<file path="src/hw/rtl/cfd_pkg.sv">
// Shared types and constants for the CRC-checked frame deframer.
package cfd_pkg;

	typedef enum logic [2:0] {
		PH_HUNT = 3'd0,
		PH_LEN0 = 3'd1,
		PH_LEN1 = 3'd2,
		PH_DATA = 3'd3,
		PH_CRC0 = 3'd4,
		PH_CRC1 = 3'd5,
		PH_DONE = 3'd6
	} phase_t;

	typedef enum logic [1:0] {
		ST_OK   = 2'd0,
		ST_END  = 2'd1,
		ST_FAIL = 2'd2,
		ST_FULL = 2'd3
	} status_t;

	typedef enum logic [1:0] {
		RF_IDLE  = 2'd0,
		RF_STEP0 = 2'd1,
		RF_STEP1 = 2'd2
	} refresh_t;

	localparam int unsigned CFG_IDX_W  = 3;

	localparam logic [CFG_IDX_W-1:0] REG_MARKER_FIRST  = 3'd0;
	localparam logic [CFG_IDX_W-1:0] REG_MARKER_SECOND = 3'd1;
	localparam logic [CFG_IDX_W-1:0] REG_CRC_POLY      = 3'd2;
	localparam logic [CFG_IDX_W-1:0] REG_CRC_SEED      = 3'd3;
	localparam logic [CFG_IDX_W-1:0] REG_MAX_LEN       = 3'd4;
	localparam logic [CFG_IDX_W-1:0] REG_BUF_CAP       = 3'd5;

	typedef struct packed {
		status_t     status;
		logic        payload_valid;
		logic [7:0]  payload_byte;
		logic [9:0]  payload_index;
		logic [10:0] frame_length;
	} result_t;

endpackage

</file>
<file path="src/hw/rtl/cfd_if.sv">
// Handshake channel interfaces for the deframer: byte input, result output, register writes.
interface cfd_byte_if;
	logic       valid;
	logic       ready;
	logic       action;
	logic [7:0] rx_byte;

	modport source (output valid, output action, output rx_byte, input ready);
	modport sink (input valid, input action, input rx_byte, output ready);
endinterface

interface cfd_result_if;
	logic        valid;
	logic        ready;
	logic [1:0]  status;
	logic        payload_valid;
	logic [7:0]  payload_byte;
	logic [9:0]  payload_index;
	logic [10:0] frame_length;

	modport source (output valid, output status, output payload_valid, output payload_byte,
		output payload_index, output frame_length, input ready);
	modport sink (input valid, input status, input payload_valid, input payload_byte,
		input payload_index, input frame_length, output ready);
endinterface

interface cfd_cfg_if;
	logic        valid;
	logic        ready;
	logic [2:0]  index;
	logic [15:0] data;

	modport source (output valid, output index, output data, input ready);
	modport sink (input valid, input index, input data, output ready);
endinterface

</file>
<file path="src/hw/rtl/cfd_crc_byte.sv">
// One byte of an MSB-first CRC-16 with a programmable polynomial.
module cfd_crc_byte (
	input  logic [15:0] crc_in,
	input  logic [7:0]  data,
	input  logic [15:0] poly,
	output logic [15:0] crc_out
);
	always_comb begin
		logic [15:0] c;
		c = crc_in ^ {data, 8'h00};
		for (int i = 0; i < 8; i++) begin
			if (c[15]) begin
				c = {c[14:0], 1'b0} ^ poly;
			end else begin
				c = {c[14:0], 1'b0};
			end
		end
		crc_out = c;
	end
endmodule

</file>
<file path="src/hw/rtl/crc_checked_frame_deframer.sv">
// Top level of the CRC-checked frame deframer: header hunt, length, payload and CRC check.
//
//  channel | direction | payload                                   | accepted when
//  bytes   | in        | action, rx_byte                           | valid && ready
//  results | out       | status, payload_valid, payload_byte,      | valid && ready
//          |           | payload_index, frame_length               |
//  cfg     | in        | index (register number), data             | valid && ready
//
// One byte per cycle while no refresh runs and the skid register is empty; each result is
// registered in the result register, or in a skid register when the result side stalls.
// After reset and each register write the block works out the CRC of the two header
// markers in RF_STEP0 and RF_STEP1 and takes no byte then; register writes are always taken.
// Reset is asynchronous and returns the decoder to the header hunt with the default registers.
module crc_checked_frame_deframer #(
	parameter int unsigned PAYLOAD_MAX = 1024
) (
	input  logic         clk,
	input  logic         arst_n,
	cfd_byte_if.sink     bytes,
	cfd_result_if.source results,
	cfd_cfg_if.sink      cfg
);
	import cfd_pkg::*;

	localparam logic [15:0] PayloadMaxW = 16'(PAYLOAD_MAX);

	// Registers.
	logic [7:0]  marker_first_q, marker_second_q;
	logic [15:0] crc_poly_q, crc_seed_q;
	logic [10:0] max_len_q, buf_cap_q;

	// Decoder state.
	phase_t      phase_q, phase_n;
	logic [15:0] last_two_q, last_two_n;
	logic [15:0] crc_q, crc_n;
	logic [10:0] expected_q, expected_n;
	logic [10:0] filled_q, filled_n;

	// CRC after both markers, from the current shifter and from the seed.
	logic [15:0] mk_crc_q, mk_crc_n, mk_seed_q;
	logic [15:0] tmp_cur_q, tmp_seed_q;
	refresh_t    rf_q, rf_n;

	logic [15:0] feed_main, feed_a, feed_b;
	logic [15:0] ra_crc, rb_crc;
	logic [7:0]  r_byte;
	logic        cfg_fire, in_fire, out_fire;
	logic        rst_decoder;
	result_t     res_n, res_q, skid_q;
	logic        res_valid_q, skid_valid_q;

	assign cfg.ready = 1'b1;
	assign cfg_fire  = cfg.valid & cfg.ready;
	assign bytes.ready = (rf_q == RF_IDLE) & ~skid_valid_q;
	assign in_fire   = bytes.valid & bytes.ready;
	assign out_fire  = res_valid_q & results.ready;

	always_ff @(posedge clk or negedge arst_n) begin
		if (!arst_n) begin
			marker_first_q  <= 8'h55;
			marker_second_q <= 8'hAA;
			crc_poly_q      <= 16'h1021;
			crc_seed_q      <= 16'hFFFF;
			max_len_q       <= 11'd1024;
			buf_cap_q       <= 11'd1024;
		end else if (cfg_fire) begin
			case (cfg.index)
				REG_MARKER_FIRST:  marker_first_q  <= cfg.data[7:0];
				REG_MARKER_SECOND: marker_second_q <= cfg.data[7:0];
				REG_CRC_POLY:      crc_poly_q      <= cfg.data;
				REG_CRC_SEED:      crc_seed_q      <= cfg.data;
				REG_MAX_LEN:       max_len_q       <= cfg.data[10:0];
				REG_BUF_CAP:       buf_cap_q       <= cfg.data[10:0];
				default: ;
			endcase
		end
	end

	// Marker CRC refresh: first marker in the first step, second marker in the next.
	assign r_byte = (rf_q == RF_STEP0) ? marker_first_q : marker_second_q;
	assign ra_crc = (rf_q == RF_STEP0) ? crc_q : tmp_cur_q;
	assign rb_crc = (rf_q == RF_STEP0) ? crc_seed_q : tmp_seed_q;

	cfd_crc_byte u_feed_cur (.crc_in(ra_crc), .data(r_byte), .poly(crc_poly_q), .crc_out(feed_a));
	cfd_crc_byte u_feed_seed (.crc_in(rb_crc), .data(r_byte), .poly(crc_poly_q), .crc_out(feed_b));
	cfd_crc_byte u_feed_main (.crc_in(crc_q), .data(bytes.rx_byte), .poly(crc_poly_q),
		.crc_out(feed_main));

	always_ff @(posedge clk or negedge arst_n) begin
		if (!arst_n) begin
			rf_q <= RF_STEP0;
		end else begin
			rf_q <= rf_n;
		end
	end

	always_comb begin
		rf_n = rf_q;
		case (rf_q)
			RF_IDLE:  rf_n = RF_IDLE;
			RF_STEP0: rf_n = RF_STEP1;
			RF_STEP1: rf_n = RF_IDLE;
			default:  rf_n = RF_IDLE;
		endcase
		if (cfg_fire) begin
			rf_n = RF_STEP0;
		end
	end

	always_ff @(posedge clk) begin
		if (rf_q == RF_STEP0) begin
			tmp_cur_q  <= feed_a;
			tmp_seed_q <= feed_b;
		end
		if (rf_q == RF_STEP1) begin
			mk_seed_q <= feed_b;
		end
	end

	// Decoder next state and result for the byte at the input.
	always_comb begin
		phase_n     = phase_q;
		last_two_n  = last_two_q;
		crc_n       = crc_q;
		mk_crc_n    = mk_crc_q;
		expected_n  = expected_q;
		filled_n    = filled_q;
		rst_decoder = 1'b0;
		res_n       = '0;
		res_n.status = ST_OK;

		if (bytes.action) begin
			rst_decoder = 1'b1;
		end else if (filled_q == buf_cap_q) begin
			res_n.status = ST_FULL;
		end else begin
			case (phase_q)
				PH_HUNT: begin
					last_two_n = {bytes.rx_byte, last_two_q[15:8]};
					if (last_two_n[7:0] == marker_first_q &&
						last_two_n[15:8] == marker_second_q) begin
						crc_n   = mk_crc_q;
						phase_n = PH_LEN0;
					end
				end
				PH_LEN0: begin
					last_two_n = {bytes.rx_byte, last_two_q[15:8]};
					crc_n      = feed_main;
					phase_n    = PH_LEN1;
				end
				PH_LEN1: begin
					last_two_n = {bytes.rx_byte, last_two_q[15:8]};
					crc_n      = feed_main;
					if (last_two_n == 16'd0) begin
						expected_n = 11'd0;
						phase_n    = PH_CRC0;
					end else if (last_two_n > {5'd0, max_len_q} || last_two_n > PayloadMaxW) begin
						rst_decoder = 1'b1;
					end else begin
						expected_n = last_two_n[10:0];
						phase_n    = PH_DATA;
					end
				end
				PH_DATA: begin
					crc_n                = feed_main;
					res_n.payload_valid  = 1'b1;
					res_n.payload_byte   = bytes.rx_byte;
					res_n.payload_index  = filled_q[9:0];
					filled_n             = filled_q + 11'd1;
					if (filled_n == expected_q) begin
						phase_n = PH_CRC0;
					end
				end
				PH_CRC0: begin
					crc_n   = feed_main;
					phase_n = PH_CRC1;
				end
				PH_CRC1: begin
					crc_n = feed_main;
					if (feed_main != 16'd0) begin
						res_n.status = ST_FAIL;
					end else begin
						phase_n = PH_DONE;
					end
				end
				default: ;
			endcase
			if (res_n.status == ST_OK && phase_n == PH_DONE) begin
				res_n.status = ST_END;
			end
		end

		if (rst_decoder) begin
			phase_n    = PH_HUNT;
			last_two_n = 16'd0;
			crc_n      = crc_seed_q;
			mk_crc_n   = mk_seed_q;
			expected_n = 11'd0;
			filled_n   = 11'd0;
		end
		res_n.frame_length = expected_n;
	end

	always_ff @(posedge clk or negedge arst_n) begin
		if (!arst_n) begin
			phase_q    <= PH_HUNT;
			last_two_q <= 16'd0;
			crc_q      <= 16'hFFFF;
			expected_q <= 11'd0;
			filled_q   <= 11'd0;
		end else if (in_fire) begin
			phase_q    <= phase_n;
			last_two_q <= last_two_n;
			crc_q      <= crc_n;
			expected_q <= expected_n;
			filled_q   <= filled_n;
		end
	end

	// The shifter only changes outside a refresh; there the marker CRC is reloaded on a decoder restart.
	always_ff @(posedge clk) begin
		if (rf_q == RF_STEP1) begin
			mk_crc_q <= feed_a;
		end else if (in_fire) begin
			mk_crc_q <= mk_crc_n;
		end
	end

	// Result register with one skid entry behind it.
	always_ff @(posedge clk or negedge arst_n) begin
		if (!arst_n) begin
			res_valid_q  <= 1'b0;
			skid_valid_q <= 1'b0;
		end else begin
			if (!res_valid_q || out_fire) begin
				res_valid_q  <= in_fire | skid_valid_q;
				skid_valid_q <= 1'b0;
			end else if (in_fire) begin
				skid_valid_q <= 1'b1;
			end
		end
	end

	always_ff @(posedge clk) begin
		if (!res_valid_q || out_fire) begin
			res_q <= skid_valid_q ? skid_q : res_n;
		end else if (in_fire) begin
			skid_q <= res_n;
		end
	end

	assign results.valid         = res_valid_q;
	assign results.status        = res_q.status;
	assign results.payload_valid = res_q.payload_valid;
	assign results.payload_byte  = res_q.payload_byte;
	assign results.payload_index = res_q.payload_index;
	assign results.frame_length  = res_q.frame_length;

	a_no_byte_after_cfg: assert property (@(posedge clk) disable iff (!arst_n)
		cfg_fire |=> !in_fire)
		else $error("byte accepted right after a register write");

	a_skid_behind_result: assert property (@(posedge clk) disable iff (!arst_n)
		skid_valid_q |-> res_valid_q)
		else $error("skid entry held while result register is empty");

	a_data_has_length: assert property (@(posedge clk) disable iff (!arst_n)
		phase_q == PH_DATA |-> expected_q != 11'd0)
		else $error("payload phase with zero expected length");

	a_payload_status_ok: assert property (@(posedge clk) disable iff (!arst_n)
		(res_valid_q && res_q.payload_valid) |-> res_q.status == ST_OK)
		else $error("payload item with a status other than success");

endmodule

</file>
<file path="src/flat_wrapper.sv">
// flat-port wrapper written by rule: the top's interface ports become plain ports
module crc_checked_frame_deframer_flat import cfd_pkg::*;
#(
	parameter int unsigned PAYLOAD_MAX = 1024
)
  (clk, arst_n, bytes_valid, bytes_action, bytes_rx_byte, bytes_ready, results_valid, results_status, results_payload_valid, results_payload_byte, results_payload_index, results_frame_length, results_ready, cfg_valid, cfg_index, cfg_data, cfg_ready);
  cfd_byte_if bytes_i ();
  cfd_result_if results_i ();
  cfd_cfg_if cfg_i ();
  input  logic clk;
  input  logic arst_n;
  input wire logic [$bits(bytes_i.valid)-1:0] bytes_valid;
  input wire logic [$bits(bytes_i.action)-1:0] bytes_action;
  input wire logic [$bits(bytes_i.rx_byte)-1:0] bytes_rx_byte;
  output wire logic [$bits(bytes_i.ready)-1:0] bytes_ready;
  output wire logic [$bits(results_i.valid)-1:0] results_valid;
  output wire logic [$bits(results_i.status)-1:0] results_status;
  output wire logic [$bits(results_i.payload_valid)-1:0] results_payload_valid;
  output wire logic [$bits(results_i.payload_byte)-1:0] results_payload_byte;
  output wire logic [$bits(results_i.payload_index)-1:0] results_payload_index;
  output wire logic [$bits(results_i.frame_length)-1:0] results_frame_length;
  input wire logic [$bits(results_i.ready)-1:0] results_ready;
  input wire logic [$bits(cfg_i.valid)-1:0] cfg_valid;
  input wire logic [$bits(cfg_i.index)-1:0] cfg_index;
  input wire logic [$bits(cfg_i.data)-1:0] cfg_data;
  output wire logic [$bits(cfg_i.ready)-1:0] cfg_ready;
  assign bytes_i.valid = bytes_valid;
  assign bytes_i.action = bytes_action;
  assign bytes_i.rx_byte = bytes_rx_byte;
  assign bytes_ready = bytes_i.ready;
  assign results_valid = results_i.valid;
  assign results_status = results_i.status;
  assign results_payload_valid = results_i.payload_valid;
  assign results_payload_byte = results_i.payload_byte;
  assign results_payload_index = results_i.payload_index;
  assign results_frame_length = results_i.frame_length;
  assign results_i.ready = results_ready;
  assign cfg_i.valid = cfg_valid;
  assign cfg_i.index = cfg_index;
  assign cfg_i.data = cfg_data;
  assign cfg_ready = cfg_i.ready;
  crc_checked_frame_deframer #(.PAYLOAD_MAX(PAYLOAD_MAX)) u_core (.clk(clk), .arst_n(arst_n), .bytes(bytes_i), .results(results_i), .cfg(cfg_i));
endmodule
</file>
<file path="config.mk">
export PLATFORM = sky130hd
export DESIGN_NAME = crc_checked_frame_deframer_flat
export DESIGN_NICKNAME = d
export VERILOG_FILES = /design/src/hw/rtl/cfd_pkg.sv /design/src/hw/rtl/cfd_if.sv /design/src/hw/rtl/cfd_crc_byte.sv /design/src/hw/rtl/crc_checked_frame_deframer.sv /design/src/flat_wrapper.sv
export SDC_FILE = /design/constraint.sdc
export NUM_CORES = 1
export LEC_CHECK = 0
export BUFFER_PORTS_ARGS = -buffer_cell sky130_fd_sc_hd__buf_2
export CORE_UTILIZATION = 64
export DETAILED_ROUTE_END_ITERATION = 10
export PLACE_DENSITY = 0.82
export SETUP_SLACK_MARGIN = 0.4
export SKIP_LAST_GASP = 1
export SYNTH_ARGS = -nofsm -noshare
export SYNTH_HDL_FRONTEND = slang
export SYNTH_HIERARCHICAL = 1
export SYNTH_SLANG_ARGS = --single-unit
</file>
<file path="constraint.sdc">
create_clock -name clk -period 5.7 [get_ports clk]
set_input_delay 0.57 -clock clk [delete_from_list [all_inputs] [get_ports clk]]
set_output_delay 0.57 -clock clk [all_outputs]
set_load 0.1 [all_outputs]
</file>
==> results of run 1 <==
## synthesized netlist by cell type (42+ instances only)
library cell	n	area, sq um
dfstp_2	46	1210
xor2_1	84	736
o21ai_0	74	370
nor2_1	58	218
xnor3_1	42	946
clkbuf_1	73	274
nand3_1	68	340
nand2_1	308	1160
dfrtp_1	77	1930
xnor2_1	218	1910
mux2_2	165	1860
o2111ai_1	48	420
edfxtp_1	128	3840
## registers in the layout, indices dropped and copies added (netlist names), 10 cells and up
register / flops
u_core/results.frame_length: 11
u_core/expected_q: 11
u_core/crc_poly_q: 16
u_core/filled_q: 11
u_core/mk_crc_q: 16
u_core/crc_seed_q: 16
u_core/max_len_q: 11
u_core/results.payload_index: 10
u_core/skid_q: 32
u_core/buf_cap_q: 11
u_core/tmp_cur_q: 16
u_core/crc_q: 16
u_core/tmp_seed_q: 16
u_core/mk_seed_q: 16
## area by class of cell
cell class	count	area, sq um
Clock buffer	36	719
Tap cell	396	495
Inverter	30	113
Fill cell	2165	9150
Sequential cell	251	6980
Multi-Input combinational cell	1543	12400
Timing Repair Buffer	142	923
Clock inverter	12	139
## logic make-up (layout without fill, tap and decap cells)
| kind of cell | after synthesis | count (layout) |
|---|---|---|
| and+or+nand+nor | 602 | 603 |
| xor gates and xnor gates | 371 | 372 |
| AOI/OAI and AO/OA | 364 | 364 |
| DFF | 251 | 251 |
| muxes | 191 | 191 |
| buffers and inverters | 191 | 220 |
| adders and majority gates | 12 | 12 |
| other | 1 | 1 |
## metal layers
metal	up-vias	wire (um)	track usage (%)
met3	162	5170	4.65
met2	923	26400	55.8
li1	7122	-	-
met4	0	2330	13.0
met1	7753	21900	44.8
met5	-	0	0
## per-stage QoR
step / std cells / setup slack (ns)
5_1_grt: 2410 / 0.298
4_1_cts: 2389 / 0.444
2_1_floorplan: 1983 / 0.655
6_report: 2410 / 0.496
3_5_place_dp: 2341 / 0.207
3_3_place_gp: 2341 / 0.359
## worst max-delay path: stages (launching register included)
cell and delay (ns):
dfstp_2 0.60, xor2_4 0.29, xnor2_2 0.21, mux2i_2 0.31
a211oi_2 0.14, or2_2 0.33, or3_4 0.41, a311oi_4 0.33
buf_6 0.18, buf_4 0.13, o2111ai_1 0.16, o21ai_2 0.14
xnor3_1 0.33, xor2_1 0.18, nor4_1 0.27, nand4_1 0.23
o21ai_1 0.19, nor2_1 0.06, a311oi_1 0.21, a211oi_1 0.11
a211o_1 0.29
## worst max-delay path by stage
stage / end / slack, ns / startpoint
6_report: u_core/phase_q[0]$_DFFE_PN0P_ / 0.50 / u_core/crc_q[13]$_DFFE_PN1P_
5_1_grt: u_core/phase_q[0]$_DFFE_PN0P_ / 0.30 / u_core/crc_q[13]$_DFFE_PN1P_
4_1_cts: u_core/phase_q[0]$_DFFE_PN0P_ / 0.44 / u_core/crc_q[13]$_DFFE_PN1P_
3_5_place_dp: u_core/phase_q[0]$_DFFE_PN0P_ / 0.21 / bytes_rx_byte[7]
3_3_place_gp: u_core/phase_q[0]$_DFFE_PN0P_ / 0.36 / bytes_rx_byte[7]
2_1_floorplan: u_core/skid_q[0]$_DFFE_PP_ / 0.65 / u_core/skid_valid_q$_DFFE_PN0P_
## timing repair
| action | in CTS | in global routing |
|---|---|---|
| gates cloned | 0 | 2 |
| buffers inserted | 0 | 19 |
| setup endpoints to repair | 4 | 38 |
| pin swaps | 2 | 14 |
| resized for setup | 8 | 31 |
==> results.sh, run 1 <==
export IMPL_cts_htree_levels=1
export IMPL_timing_rr_start="u_core/crc_q[13]$_DFFE_PN1P_"
export IMPL_cts_clk_slew_worst_paths_ns=0.06
export IMPL_final_util_pct=70.4
export IMPL_cts_tree="done"
export IMPL_dpl_hpwl_mm=39.4
export IMPL_drtIter0Drc=1954
export IMPL_drt_total_wl_mm=55.8
export IMPL_postCtsHoldBufs=0
export IMPL_ys_flop_type="edfxtp_1"
export IMPL_synth_edff_count=128
export IMPL_syn_inst=1983
export IMPL_antenna_left=0
export IMPL_place_gp_congestion=0.945
export IMPL_fin_hold_ws_ns=0.174
export IMPL_clock_latency_ns=0.52
export IMPL_startpoint_type="flip-flop"
export IMPL_cts_root_buf="clkbuf_16"
export IMPL_drive_above_1_share_pct=27.5
export IMPL_fmax_mhz=192
export IMPL_final_cell_mix="nand2_1 (308), xnor2_1 (213), mux2_2 (164), edfxtp_1 (128), xor2_1 (84)"
export IMPL_setup_viol=0
export IMPL_grt_pass1_vias=15200
export IMPL_first_pass_iters=6
export IMPL_crit_fanout=10
export IMPL_synthMuxAreaShare_pct=10.4
export IMPL_worst_pin_slew_ns=1.24
export IMPL_status="finished, final reports clean"
export IMPL_via_per_inst=6.62
export IMPL_crit_path_end_kind="flip-flop"
export IMPL_area_growth_pct=7.09
export IMPL_hp_class="input port to asynchronous set/reset pin"
export IMPL_synth_compound_area_share_pct=13.6
export IMPL_synthArstFlopShare_pct=49.0
export IMPL_layout_commonest_cell="nand2_1"
export IMPL_wl_per_cell_um=23.2
export IMPL_required_ns=6.10
export IMPL_fp_dieW_um=180
export IMPL_syn_area_per_cell_sq_um=10.2
export IMPL_cts_path_max_buffers=3
export IMPL_yosys_cell_types_count=95
export IMPL_synthXorXnorAreaFrac_pct=20.4
export IMPL_cts_sinks=251
export IMPL_antenna_cells=0
export IMPL_grt_max_degree=76
export IMPL_synth_top_family_by_area="XOR/XNOR gates"
export IMPL_start_util_pct=65.7
export IMPL_ios=68
export IMPL_synth_cell_area_sq_um=20300
export IMPL_drc=0
export IMPL_final_area_sq_um=21800
export IMPL_max_slew_margin_pct=17.1
export IMPL_rows=64
export IMPL_placement_cell_area_sq_um=20500
export IMPL_timing_rr_end="u_core/phase_q[0]$_DFFE_PN0P_"
export IMPL_period_share_pct=91.3
export IMPL_grt_pass1_wl_mm=86.2
export IMPL_finalHoldViolations=0
export IMPL_vias=16000
export IMPL_worst_clock_skew_ns=0.0134
export IMPL_ys_ff_latch=251
export IMPL_cts_buffers=26
export IMPL_min_period_ns=5.20
export IMPL_die_area_sq_um=32500
export IMPL_ff2ff_setup_slack_ns=0.50
export IMPL_grt_ovfl_total=0
export IMPL_port_buffers=66
export IMPL_fin_setup_tns_ns=0
export IMPL_cap_violations=0
export IMPL_yosys_warnings=6
export IMPL_synth_simple_area_share_pct=14.6
export IMPL_synth_adder_area_share_pct=0.739
export IMPL_r2r_cells=20
export IMPL_core_sq_um=30900
export IMPL_nets=2039
export IMPL_path_class="flip-flop to flip-flop"
export IMPL_rsz0062_at_grt="yes"
export IMPL_seq_area_frac_synth_pct=34.3
export IMPL_die_y_um=180
export IMPL_arrival_ns=5.60
export IMPL_antenna_found_initial=0
export IMPL_syn_nets=2028
export IMPL_drv_slew=0
export IMPL_grtUsageTotal_pct=33.6
Power of run 1 is left out: the tool's default activity adds up to more than one toggle a clock period on the data nets, which glitch-free logic cannot reach.
==> run 2, diff against run 1 <==
--- a/config.mk
+++ b/config.mk
@@ -6,9 +6,9 @@
 export NUM_CORES = 1
 export LEC_CHECK = 0
 export BUFFER_PORTS_ARGS = -buffer_cell sky130_fd_sc_hd__buf_2
-export CORE_UTILIZATION = 64
+export CORE_UTILIZATION = 58
 export DETAILED_ROUTE_END_ITERATION = 10
-export PLACE_DENSITY = 0.82
+export PLACE_DENSITY = 0.78
 export SETUP_SLACK_MARGIN = 0.4
 export SKIP_LAST_GASP = 1
 export SYNTH_ARGS = -nofsm -noshare
==> constraint.sdc (replaced) <==
create_clock -name clk -period 4.75 [get_ports clk]
set_input_delay 0.475 -clock clk [delete_from_list [all_inputs] [get_ports clk]]
set_output_delay 0.475 -clock clk [all_outputs]
set_load 0.1 [all_outputs]
==> run 2 against run 1 <==
Effect of this change: the run now ends with negative setup slack left; die area increased by 10%; clock skew is 0.0011 ns lower; count of clock-buffer cells in the layout down 3; non-clock buffer count grew 169; routed wire length is 6.2% higher; register-to-register slack got worse by 0.91 ns; global-route usage down 1.2 points; critical endpoint is now u_core/results.status[1]$_DFFE_PN_; via count rose by 5.0%.
==> results.sh, run 2 (synthesis results as in run 1) <==
export IMPL_die_y_um=189
export IMPL_cts_path_max_buffers=3
export IMPL_grt_pass1_wl_mm=91.0
export IMPL_first_pass_iters=6
export IMPL_fmax_mhz=194
export IMPL_worst_pin_slew_ns=1.19
export IMPL_grtUsageTotal_pct=32.5
export IMPL_startpoint_type="flip-flop"
export IMPL_largest_register_ffs=32
export IMPL_drtIter0Drc=1784
export IMPL_crit_path_end_kind="flip-flop"
export IMPL_grt_max_degree=82
export IMPL_fp_dieW_um=189
export IMPL_vias=16800
export IMPL_rows=68
export IMPL_worst_clock_skew_ns=0.0123
export IMPL_clock_latency_ns=0.54
export IMPL_start_util_pct=58.8
export IMPL_via_per_inst=6.34
export IMPL_drt_total_wl_mm=59.3
export IMPL_cts_htree_levels=1
export IMPL_rsz0062_at_grt="yes"
export IMPL_place_gp_congestion=0.931
export IMPL_cts_tree="done"
export IMPL_die_area_sq_um=35800
export IMPL_ff2ff_setup_slack_ns=-0.41
export IMPL_finalHoldViolations=0
export IMPL_area_growth_pct=18.0
export IMPL_crit_fanout=7
export IMPL_grt_ovfl_total=0
export IMPL_num_fill_cells=2455
export IMPL_drive_above_1_share_pct=37.8
export IMPL_core_sq_um=34500
export IMPL_cap_violations=0
export IMPL_violations="negative setup slack"
export IMPL_port_buffers=66
export IMPL_required_ns=5.04
export IMPL_ios=68
export IMPL_arrival_ns=5.45
export IMPL_max_slew_margin_pct=20.8
export IMPL_postCtsHoldBufs=0
export IMPL_drv_slew=0
export IMPL_final_cell_mix="nand2_1 (306), buf_4 (213), xnor2_1 (190), mux2_2 (158), edfxtp_1 (128)"
export IMPL_grt_pass1_vias=16300
export IMPL_min_period_ns=5.16
export IMPL_fin_ws_ns=-0.414
export IMPL_drc=0
export IMPL_cts_clk_slew_worst_paths_ns=0.07
export IMPL_cts_root_buf="clkbuf_16"
export IMPL_cts_sinks=251
export IMPL_period_share_pct=109
export IMPL_nets=2210
export IMPL_path_class="flip-flop to flip-flop"
export IMPL_status="finished with violations"
export IMPL_dpl_cell_count=2531
export IMPL_hp_class="input port to asynchronous set/reset pin"
export IMPL_cts_buffers=26
export IMPL_dpl_hpwl_mm=40.0
export IMPL_layout_commonest_cell="nand2_1"
export IMPL_instances_no_fill=2642
export IMPL_antenna_found_initial=3
export IMPL_wl_per_cell_um=22.4
export IMPL_top_register="u_core/skid_q"
export IMPL_antenna_left=0
export IMPL_setup_viol=7
run 2: cell types whose count changed in the layout (fill, tap and decap cells not counted), sizes merged:
cell	change
a311o	+1
buf	+169
inv	+1
diode	+2
xor3	+1
clkinv	+3
clkinvlp	+1
bufinv	-2
clkbuf	-3
run 2: final timing paths:
kind,to,from,cells past startpoint
setup / recovery,u_core/results.status[1]$_DFFE_PN_,u_core/crc_q[15]$_DFFE_PN1P_,22
hold / removal,u_core/buf_cap_q[0]$_DFFE_PN0P_,arst_n,1
setup reg to reg,u_core/results.status[1]$_DFFE_PN_,u_core/crc_q[15]$_DFFE_PN1P_,22
hold reg to reg,u_core/crc_q[4]$_DFFE_PN1P_,u_core/crc_q[4]$_DFFE_PN1P_,2
max in group asynchronous,u_core/expected_q[4]$_DFFE_PN0P_,arst_n,2
min in group clk,u_core/rf_q[0]$_DFF_PN1_,cfg_valid,1
run 2: worst max-delay path, stage by stage (launching register included):
cell and delay [ns]:
dfstp_2 0.60, xor2_4 0.23, buf_6 0.13, buf_4 0.12, a211oi_1 0.08, a21oi_1 0.23, o21ai_1 0.14, or3_4 0.45
buf_4 0.16, a211o_1 0.28, and3_4 0.19, mux2i_4 0.23, a311o_2 0.33, buf_4 0.15, nand3_1 0.12, xor2_2 0.20
nor4_2 0.27, nand4_1 0.23, buf_4 0.21, nand2_2 0.06, or2_4 0.13, a21oi_4 0.06, mux2_4 0.30
run 2: cell type report:
cell class	count	area (sq um)	share of cell area, %
multi-input combinational	1545	13200	54.9
sequential	251	6980	29.1
timing repair buffer	311	2330	9.72
clock buffer	33	708	2.95
tap	455	569	2.37
inverter	30	113	0.470
clock inverter	15	108	0.449
antenna	2	5.00	0.0209
run 2: stage by stage:
stage | util [%] | setup TNS, ns | area [sq um] | hold slack, ns | worst slack, ns
2_1_floorplan | - | 0 | 20600 | 0.179 | 0.213
3_3_place_gp | 63.1 | -1.18 | 21800 | 0.471 | -0.342
3_5_place_dp | 63.1 | -2.74 | 21800 | 0.476 | -0.468
4_1_cts | 68.3 | -0.524 | 23600 | 0.0938 | -0.226
5_1_grt | 69.4 | -4.82 | 24000 | 0.0958 | -0.579
6_report | 69.4 | -1.54 | 24000 | 0.106 | -0.414
run 2: routing by layer:
metal  track usage (%)  vias to the layer above  routed length [um]
met5                 0                        -                   0
met4              13.9                        0                2620
met3              4.08                      166                5010
met2              53.1                      906               28000
met1              43.5                     8233               23600
li1                  -                     7453                   -
run 2: what timing repair did:
item / CTS / global route
pin swaps: 62 / 24
gates cloned: 5 / 0
setup buffers: 44 / 12
gates resized for setup: 107 / 68
setup endpoints to repair: 78 / 86
Power of run 2 is left out for the same reason.
